File: config.mk
export PLATFORM = sky130hd
export DESIGN_NAME = sse_line_field_parser_flat
export DESIGN_NICKNAME = d
export VERILOG_FILES = /design/src/sv/slfp_pkg.sv /design/src/sv/slfp_channels.sv /design/src/sv/sse_line_field_parser.sv /design/src/flat_wrapper.sv
export SDC_FILE = /design/constraint.sdc
export NUM_CORES = 1
export LEC_CHECK = 0
export BUFFER_PORTS_ARGS = -buffer_cell sky130_fd_sc_hd__buf_2
export CAP_MARGIN = 10
export CORE_MARGIN = 2
export CORE_UTILIZATION = 35
export CTS_BUF_LIST = sky130_fd_sc_hd__clkbuf_4 sky130_fd_sc_hd__clkbuf_8
export CTS_CLUSTER_SIZE = 30
export DETAILED_ROUTE_END_ITERATION = 12
export PLACE_DENSITY = 0.53
export SYNTH_ARGS = -nofsm -noshare
export SYNTH_HDL_FRONTEND = slang
export SYNTH_SLANG_ARGS = --single-unit
File: constraint.sdc
create_clock -name clk -period 7.2 [get_ports clk]
set_input_delay 0.72 -clock clk [delete_from_list [all_inputs] [get_ports clk]]
set_output_delay 0.72 -clock clk [all_outputs]
set_load 0.05 [all_outputs]
File: src/sv/slfp_pkg.sv
package slfp_pkg;

    // Result kinds
    localparam logic [1:0] KIND_DATA  = 2'd0;
    localparam logic [1:0] KIND_END   = 2'd1;
    localparam logic [1:0] KIND_RETRY = 2'd2;

    // Stream characters
    localparam logic [7:0] CH_LF    = 8'h0A;
    localparam logic [7:0] CH_CR    = 8'h0D;
    localparam logic [7:0] CH_TAB   = 8'h09;
    localparam logic [7:0] CH_VT    = 8'h0B;
    localparam logic [7:0] CH_FF    = 8'h0C;
    localparam logic [7:0] CH_SPACE = 8'h20;
    localparam logic [7:0] CH_COLON = 8'h3A;
    localparam logic [7:0] CH_PLUS  = 8'h2B;
    localparam logic [7:0] CH_MINUS = 8'h2D;
    localparam logic [7:0] CH_ZERO  = 8'h30;
    localparam logic [7:0] CH_NINE  = 8'h39;

    // Field name lengths
    localparam logic [2:0] DATA_LEN  = 3'd4;
    localparam logic [2:0] RETRY_LEN = 3'd5;
    localparam logic [2:0] NAME_POS_MAX = 3'd7;

    // Largest retry value that fits a signed 32-bit int
    localparam logic [34:0] RETRY_TOP = 35'h0_7FFF_FFFF;

    // Output queue
    localparam int QUEUE_DEPTH = 4;
    localparam int QPTR_W      = $clog2(QUEUE_DEPTH);
    localparam int QCNT_W      = $clog2(QUEUE_DEPTH + 1);

    typedef struct packed {
        logic [1:0]  kind;
        logic [7:0]  out_byte;
        logic [30:0] retry_value;
    } result_t;

    // Letters of "data"
    function automatic logic [7:0] data_char(input logic [1:0] pos);
        logic [7:0] c;
        case (pos)
            2'd0:    c = 8'h64;
            2'd1:    c = 8'h61;
            2'd2:    c = 8'h74;
            default: c = 8'h61;
        endcase
        return c;
    endfunction

    // Letters of "retry"
    function automatic logic [7:0] retry_char(input logic [2:0] pos);
        logic [7:0] c;
        case (pos)
            3'd0:    c = 8'h72;
            3'd1:    c = 8'h65;
            3'd2:    c = 8'h74;
            3'd3:    c = 8'h72;
            3'd4:    c = 8'h79;
            default: c = 8'h00;
        endcase
        return c;
    endfunction

endpackage

File: src/sv/slfp_channels.sv
// Input byte channel
interface slfp_in_if;
    logic       valid;
    logic       ready;
    logic [7:0] in_byte;

    modport source (output valid, output in_byte, input ready);
    modport sink   (input valid, input in_byte, output ready);
endinterface

// Result channel
interface slfp_out_if;
    logic        valid;
    logic        ready;
    logic [1:0]  kind;
    logic [7:0]  out_byte;
    logic [30:0] retry_value;

    modport source (output valid, output kind, output out_byte, output retry_value,
                    input ready);
    modport sink   (input valid, input kind, input out_byte, input retry_value,
                    output ready);
endinterface

File: src/sv/sse_line_field_parser.sv
// Server-sent-events line parser. Bytes of the event stream enter on in_ch, one
// request per cycle; each byte is decoded in the cycle it is accepted and its
// results (none, one or two) are written into a four-entry result queue that
// drives out_ch. Data value bytes are forwarded as they arrive, followed by an
// end marker at the newline; a retry line with a positive value in range yields
// that interval at its newline. The sustained rate is one byte per cycle while
// the sink takes one result per cycle; in_ch.ready drops when fewer than two
// queue slots are free, so a byte that releases a held carriage return (two
// results) can stall the input under a steady stream of results.
module sse_line_field_parser
    import slfp_pkg::*;
(
    input  logic      clk,
    input  logic      rst_n,
    slfp_in_if.sink   in_ch,
    slfp_out_if.source out_ch
);

    typedef enum logic [2:0] {
        PH_NAME,
        PH_DATA_FIRST,
        PH_DATA,
        PH_RETRY,
        PH_SKIP
    } phase_t;

    phase_t      phase_reg, phase_next;
    logic [2:0]  name_pos_reg, name_pos_next;
    logic        cand_data_reg, cand_data_next;
    logic        cand_retry_reg, cand_retry_next;
    logic        held_cr_reg, held_cr_next;
    logic [30:0] acc_reg, acc_next;
    logic        f_sign_reg, f_sign_next;
    logic        f_neg_reg, f_neg_next;
    logic        f_digit_reg, f_digit_next;
    logic        f_ovf_reg, f_ovf_next;
    logic        f_stop_reg, f_stop_next;

    result_t     queue_reg [QUEUE_DEPTH];
    logic [QPTR_W-1:0] wr_ptr_reg, rd_ptr_reg;
    logic [QCNT_W-1:0] count_reg;

    result_t     res_a, res_b;
    logic [1:0]  n_res;
    logic [7:0]  b;
    logic        in_take, out_take;
    logic        is_ws, is_digit;
    logic [34:0] acc_times_ten;

    assign b        = in_ch.in_byte;
    assign in_take  = in_ch.valid && in_ch.ready;
    assign out_take = out_ch.valid && out_ch.ready;

    assign is_ws = (b == CH_SPACE) || (b == CH_TAB) || (b == CH_LF) ||
                   (b == CH_VT) || (b == CH_FF) || (b == CH_CR);
    assign is_digit = (b >= CH_ZERO) && (b <= CH_NINE);
    // Multiply by ten as two shifts, then add the digit
    assign acc_times_ten = {1'b0, acc_reg, 3'b000} + {3'b000, acc_reg, 1'b0}
                         + {31'd0, b[3:0] - CH_ZERO[3:0]};

    // Decode one byte: next line state and its results
    always_comb
    begin
        phase_next      = phase_reg;
        name_pos_next   = name_pos_reg;
        cand_data_next  = cand_data_reg;
        cand_retry_next = cand_retry_reg;
        held_cr_next    = held_cr_reg;
        acc_next        = acc_reg;
        f_sign_next     = f_sign_reg;
        f_neg_next      = f_neg_reg;
        f_digit_next    = f_digit_reg;
        f_ovf_next      = f_ovf_reg;
        f_stop_next     = f_stop_reg;
        res_a           = '{kind: KIND_DATA, out_byte: b, retry_value: 31'd0};
        res_b           = '{kind: KIND_DATA, out_byte: b, retry_value: 31'd0};
        n_res           = 2'd0;

        if (b == CH_LF)
        begin
            // End of line: emit what the line gives, then start afresh
            if (phase_reg == PH_DATA_FIRST || phase_reg == PH_DATA)
            begin
                res_a = '{kind: KIND_END, out_byte: 8'd0, retry_value: 31'd0};
                n_res = 2'd1;
            end
            else if (phase_reg == PH_RETRY && f_digit_reg && !f_neg_reg && !f_ovf_reg &&
                     acc_reg != 31'd0)
            begin
                res_a = '{kind: KIND_RETRY, out_byte: 8'd0, retry_value: acc_reg};
                n_res = 2'd1;
            end
            phase_next      = PH_NAME;
            name_pos_next   = 3'd0;
            cand_data_next  = 1'b1;
            cand_retry_next = 1'b1;
            held_cr_next    = 1'b0;
            acc_next        = 31'd0;
            f_sign_next     = 1'b0;
            f_neg_next      = 1'b0;
            f_digit_next    = 1'b0;
            f_ovf_next      = 1'b0;
            f_stop_next     = 1'b0;
        end
        else
        begin
            unique case (phase_reg)
                PH_NAME:
                begin
                    if (b == CH_COLON)
                    begin
                        if (name_pos_reg == DATA_LEN && cand_data_reg)
                            phase_next = PH_DATA_FIRST;
                        else if (name_pos_reg == RETRY_LEN && cand_retry_reg)
                            phase_next = PH_RETRY;
                        else
                            phase_next = PH_SKIP;
                    end
                    else
                    begin
                        // Narrow the name candidates letter by letter
                        if (name_pos_reg >= DATA_LEN || data_char(name_pos_reg[1:0]) != b)
                            cand_data_next = 1'b0;
                        if (name_pos_reg >= RETRY_LEN || retry_char(name_pos_reg) != b)
                            cand_retry_next = 1'b0;
                        if (name_pos_reg < NAME_POS_MAX)
                            name_pos_next = name_pos_reg + 3'd1;
                    end
                end
                PH_DATA_FIRST:
                begin
                    // Drop one leading space
                    phase_next = PH_DATA;
                    if (b == CH_CR)
                        held_cr_next = 1'b1;
                    else if (b != CH_SPACE)
                        n_res = 2'd1;
                end
                PH_DATA:
                begin
                    // Release a held CR ahead of this byte
                    if (held_cr_reg)
                    begin
                        res_a.out_byte = CH_CR;
                        if (b == CH_CR)
                        begin
                            held_cr_next = 1'b1;
                            n_res        = 2'd1;
                        end
                        else
                        begin
                            held_cr_next = 1'b0;
                            n_res        = 2'd2;
                        end
                    end
                    else if (b == CH_CR)
                        held_cr_next = 1'b1;
                    else
                        n_res = 2'd1;
                end
                PH_RETRY:
                begin
                    if (!f_stop_reg)
                    begin
                        if (!f_sign_reg && !f_digit_reg && is_ws)
                        begin
                            // skip leading whitespace
                        end
                        else if (!f_sign_reg && !f_digit_reg &&
                                 (b == CH_PLUS || b == CH_MINUS))
                        begin
                            f_sign_next = 1'b1;
                            f_neg_next  = (b == CH_MINUS);
                        end
                        else if (is_digit)
                        begin
                            f_digit_next = 1'b1;
                            if (!f_ovf_reg)
                            begin
                                if (acc_times_ten > RETRY_TOP)
                                    f_ovf_next = 1'b1;
                                else
                                    acc_next = acc_times_ten[30:0];
                            end
                        end
                        else
                            f_stop_next = 1'b1;
                    end
                end
                PH_SKIP:
                begin
                    phase_next = PH_SKIP;
                end
                default:
                begin
                    phase_next = PH_SKIP;
                end
            endcase
        end
    end

    // Hold line state
    always_ff @(posedge clk or negedge rst_n)
    begin
        if (!rst_n)
        begin
            phase_reg      <= PH_NAME;
            name_pos_reg   <= 3'd0;
            cand_data_reg  <= 1'b1;
            cand_retry_reg <= 1'b1;
            held_cr_reg    <= 1'b0;
            acc_reg        <= 31'd0;
            f_sign_reg     <= 1'b0;
            f_neg_reg      <= 1'b0;
            f_digit_reg    <= 1'b0;
            f_ovf_reg      <= 1'b0;
            f_stop_reg     <= 1'b0;
        end
        else if (in_take)
        begin
            phase_reg      <= phase_next;
            name_pos_reg   <= name_pos_next;
            cand_data_reg  <= cand_data_next;
            cand_retry_reg <= cand_retry_next;
            held_cr_reg    <= held_cr_next;
            acc_reg        <= acc_next;
            f_sign_reg     <= f_sign_next;
            f_neg_reg      <= f_neg_next;
            f_digit_reg    <= f_digit_next;
            f_ovf_reg      <= f_ovf_next;
            f_stop_reg     <= f_stop_next;
        end
    end

    // Advance queue pointers and fill count
    always_ff @(posedge clk or negedge rst_n)
    begin
        if (!rst_n)
        begin
            wr_ptr_reg <= '0;
            rd_ptr_reg <= '0;
            count_reg  <= '0;
        end
        else
        begin
            if (in_take)
                wr_ptr_reg <= wr_ptr_reg + QPTR_W'(n_res);
            if (out_take)
                rd_ptr_reg <= rd_ptr_reg + QPTR_W'(1);
            count_reg <= count_reg + (in_take ? QCNT_W'(n_res) : QCNT_W'(0))
                       - (out_take ? QCNT_W'(1) : QCNT_W'(0));
        end
    end

    // Write results into the queue
    always_ff @(posedge clk)
    begin
        if (in_take && n_res != 2'd0)
            queue_reg[wr_ptr_reg] <= res_a;
        if (in_take && n_res == 2'd2)
            queue_reg[wr_ptr_reg + QPTR_W'(1)] <= res_b;
    end

    // Take a byte only when at least two slots are free
    assign in_ch.ready        = (count_reg <= QCNT_W'(QUEUE_DEPTH - 2));
    assign out_ch.valid       = (count_reg != '0);
    assign out_ch.kind        = queue_reg[rd_ptr_reg].kind;
    assign out_ch.out_byte    = queue_reg[rd_ptr_reg].out_byte;
    assign out_ch.retry_value = queue_reg[rd_ptr_reg].retry_value;

endmodule

File: src/flat_wrapper.sv
// flat-port wrapper written by rule: the top's interface ports become plain ports
module sse_line_field_parser_flat import slfp_pkg::*;
  (clk, rst_n, in_ch_valid, in_ch_in_byte, in_ch_ready, out_ch_valid, out_ch_kind, out_ch_out_byte, out_ch_retry_value, out_ch_ready);
  slfp_in_if in_ch_i ();
  slfp_out_if out_ch_i ();
  input  logic clk;
  input  logic rst_n;
  input wire logic [$bits(in_ch_i.valid)-1:0] in_ch_valid;
  input wire logic [$bits(in_ch_i.in_byte)-1:0] in_ch_in_byte;
  output wire logic [$bits(in_ch_i.ready)-1:0] in_ch_ready;
  output wire logic [$bits(out_ch_i.valid)-1:0] out_ch_valid;
  output wire logic [$bits(out_ch_i.kind)-1:0] out_ch_kind;
  output wire logic [$bits(out_ch_i.out_byte)-1:0] out_ch_out_byte;
  output wire logic [$bits(out_ch_i.retry_value)-1:0] out_ch_retry_value;
  input wire logic [$bits(out_ch_i.ready)-1:0] out_ch_ready;
  assign in_ch_i.valid = in_ch_valid;
  assign in_ch_i.in_byte = in_ch_in_byte;
  assign in_ch_ready = in_ch_i.ready;
  assign out_ch_valid = out_ch_i.valid;
  assign out_ch_kind = out_ch_i.kind;
  assign out_ch_out_byte = out_ch_i.out_byte;
  assign out_ch_retry_value = out_ch_i.retry_value;
  assign out_ch_i.ready = out_ch_ready;
  sse_line_field_parser u_core (.clk(clk), .rst_n(rst_n), .in_ch(in_ch_i), .out_ch(out_ch_i));
endmodule
==> results.ini <==
[sta]
slew_headroom_pct = 21.3
setup_tns_ns = 0
post-route-period-util_pct = 62.2
setup_ws_ns = 2.72
maxSlewViolCount = 0
fin_crit_ns = 4.48
hold_violations = 0
worst_pin_slew_ns = 1.18
rsz0062_at_grt = false
max_freq_mhz = 223
skew_ns = 0.0281
finalSetupViolations = 0

[critical_path]
critPathBufInv = 3
start_kind = input port
critPathKind = input port to register
required_ns = 7.62
cp-end-kind = register
crit_path_max_fanout = 16
cp_slowest_cell = fa_1
cp_top_family = compound AO/OA/AOI/OAI gates
cp_cell_sequence = buf_2 -> inv_1 -> fa_1 -> inv_1 -> ha_1 -> a211oi_1 -> o211ai_1 -> a2111oi_0 -> o21ai_0 -> o21ai_0 -> o221a_2 -> nand2_1 -> a31o_2
critPathArrivalTime_ns = 4.89
max_stage_delay_ns = 0.65

[placed_design]
place_congestion = 0.842
portBuffers = 54
pre_cts_ws_ns = 2.17
place_hpwl_um = 24300

[grt]
grt_overflow = 0
grt_antenna_before_repair = 1
grt_start_max_net_pins = 92
grt_usage_pct = 20.8
grt_pass1_vias = 10500
grt_pass1_wl_um = 60700

[synth]
synth_area_leaders = dfxtp_1 21%, dfrtp_1 10%, edfxtp_1 7.7%, mux4_2 7.4%, ha_1 7.1%
synth_seq_cells = 216
syn-num-nets = 1477
syn_avg_cell_area_um2 = 8.99
ys_warn_count = 0
synth_edf_count = 32
netlist_instances = 1391
yosysTopAreaCellShare_pct = 21.1
synth_cell_types = 81
syn_area_um2 = 12500
synth_seq_area_share_pct = 39.2
synthArstFlopShare_pct = 24.1
synth_ff_type = dfxtp_1
yosysTopAreaCell = dfxtp_1

[cts]
cts_buffer_depth = 3
postCtsHoldBufs = 0
cts_tree = done
cts_resized = 0
postCtsSetupRepairBufs = 0
worstSkewPairLatency_ns = 0.55
clk_pin_slew_worst_paths_ns = 0.06
h-tree-depth = 2
cts_buffers = 40
cts.sinks = 216
cts_root_buffer = clkbuf_8

[floorplanning]
num_io_pins = 55
die_w_um = 193
core-area_um2 = 35400
fp.dieArea_um2 = 37300
die_y_um = 193
rows = 69
start_util_pct = 35.3

[routing]
drt_iter0_drc = 732
ant_nets = 0
wl_per_cell_um = 20.3
vias = 10900
wl_um = 38400
dr.pass1.iters = 6
viasPerCell = 5.78
drc = 0

[layout]
multiInputGateArea_um2 = 7070
final_nets = 1487
final_common_cell = a21oi_1
syn_to_final_growth_pct = 11.3
final.fill_count = 3598
largest_register_ffs = 164
layout-drive-gt1-share_pct = 14.7
mostFrequentLayoutCells = 171 x a21oi_1, 135 x o21ai_0, 132 x dfxtp_1
seq_area_um2 = 4910

[pwr]
leakagePower_nw = 5.30
clkPwrFrac_pct = 38.9
combPwrFrac_pct = 19.9
p_switching_mw = 0.990
intPower_mw = 2.16
p_sw_share_pct = 31.4
seqPwrFrac_pct = 41.2
power_mw = 3.15
powerDensity_nw_per_um2 = 227
max-vdd-ir-drop_v = 0.000115

[flow_run]
maxCapViolations = 0

[min_path]
min_path_type = input port to asynchronous set/reset pin

[outcome]
outcome = completed

synthesized netlist by cell type, drive strengths merged, types with 5 or more instances:
master and count:
o21ai 139, nand4 14, nor2b 21, mux4 41, and2 6, a21o 10
nand3 129, edfxtp 32, buf 34, clkbuf 72, nor3 19, inv 30
dfrtp 50, a211oi 10, nand2b 7, dfxtp 132, o21a 9, or4 5
or2 5, xnor2 17, nor4 9, o311ai 13, o21bai 5, ha 71
nor2 76, xor2 16, a21oi 172, nand2 128, o31ai 6, mux2i 14
o211ai 32
kinds of logic after synthesis:
family | Yosys count | share of synthesized area (%)
adders and majority gates | 74 | 7.58
buffers and inverters | 136 | 4.65
xor gates and xnor gates | 33 | 2.31
AOI/OAI and AO/OA | 441 | 21.0
muxes | 56 | 8.59
DFF | 216 | 39.2
and+or+nand+nor | 435 | 16.7
power by group through the flow:
| stage | Clock, mW | Sequential, mW | Combinational (mW) |
|---|---|---|---|
| after floorplan | 0 | 1.30 | 0.505 |
| after global routing | 1.31 | 1.30 | 0.683 |
| after CTS | 1.25 | 1.30 | 0.637 |
| final | 1.23 | 1.30 | 0.629 |
| after global placement | 0 | 1.32 | 0.634 |
| after detailed placement | 0 | 1.32 | 0.635 |
final timing paths:
path                            slack [ns]  cells after the start                   start                     end
worst max-delay path                  2.72                     13        in_ch_in_byte[3]      u_core.acc_reg[15]
worst min-delay path                  0.30                      2                   rst_n  u_core.name_pos_reg[2]
worst max register to register        2.77                     12       u_core.acc_reg[0]      u_core.acc_reg[15]
worst min register to register        0.46                      2  u_core.queue_reg[0][9]  u_core.queue_reg[0][9]
max in group asynchronous             6.37                      2                   rst_n    u_core.rd_ptr_reg[0]
min in group clk                      0.46                      2  u_core.queue_reg[0][9]  u_core.queue_reg[0][9]
through the flow:
step / std cells / util [%] / cell area [um^2] / hold WS (ns)
floorplan: 1391 / - / 12500 / 0.424
global placement: 1820 / 37.0 / 13100 / 0.439
detailed placement: 1820 / 37.0 / 13100 / 0.444
CTS: 1892 / 39.3 / 13900 / 0.322
global route: 1892 / 39.3 / 13900 / 0.353
finish: 1894 / 39.3 / 13900 / 0.301
metal layers:
layer  global-route usage [%]  part of all wire [%]
met3                     2.90                   5.4
met1                     29.1                    46
met4                     4.25                   1.4
met2                     34.2                    47
met5                        0                     0
layout make-up:
cell class	instances	share of cell area, %
diodes	2	0.0359
clock inverters	14	0.683
clock buffers	58	5.24
multi-input cells	1039	50.8
inverters	30	0.809
repair buffers	74	3.02
well taps	461	4.14
flip-flops and latches	216	35.3
No activity file was read; power rests on OpenSTA's default activity.
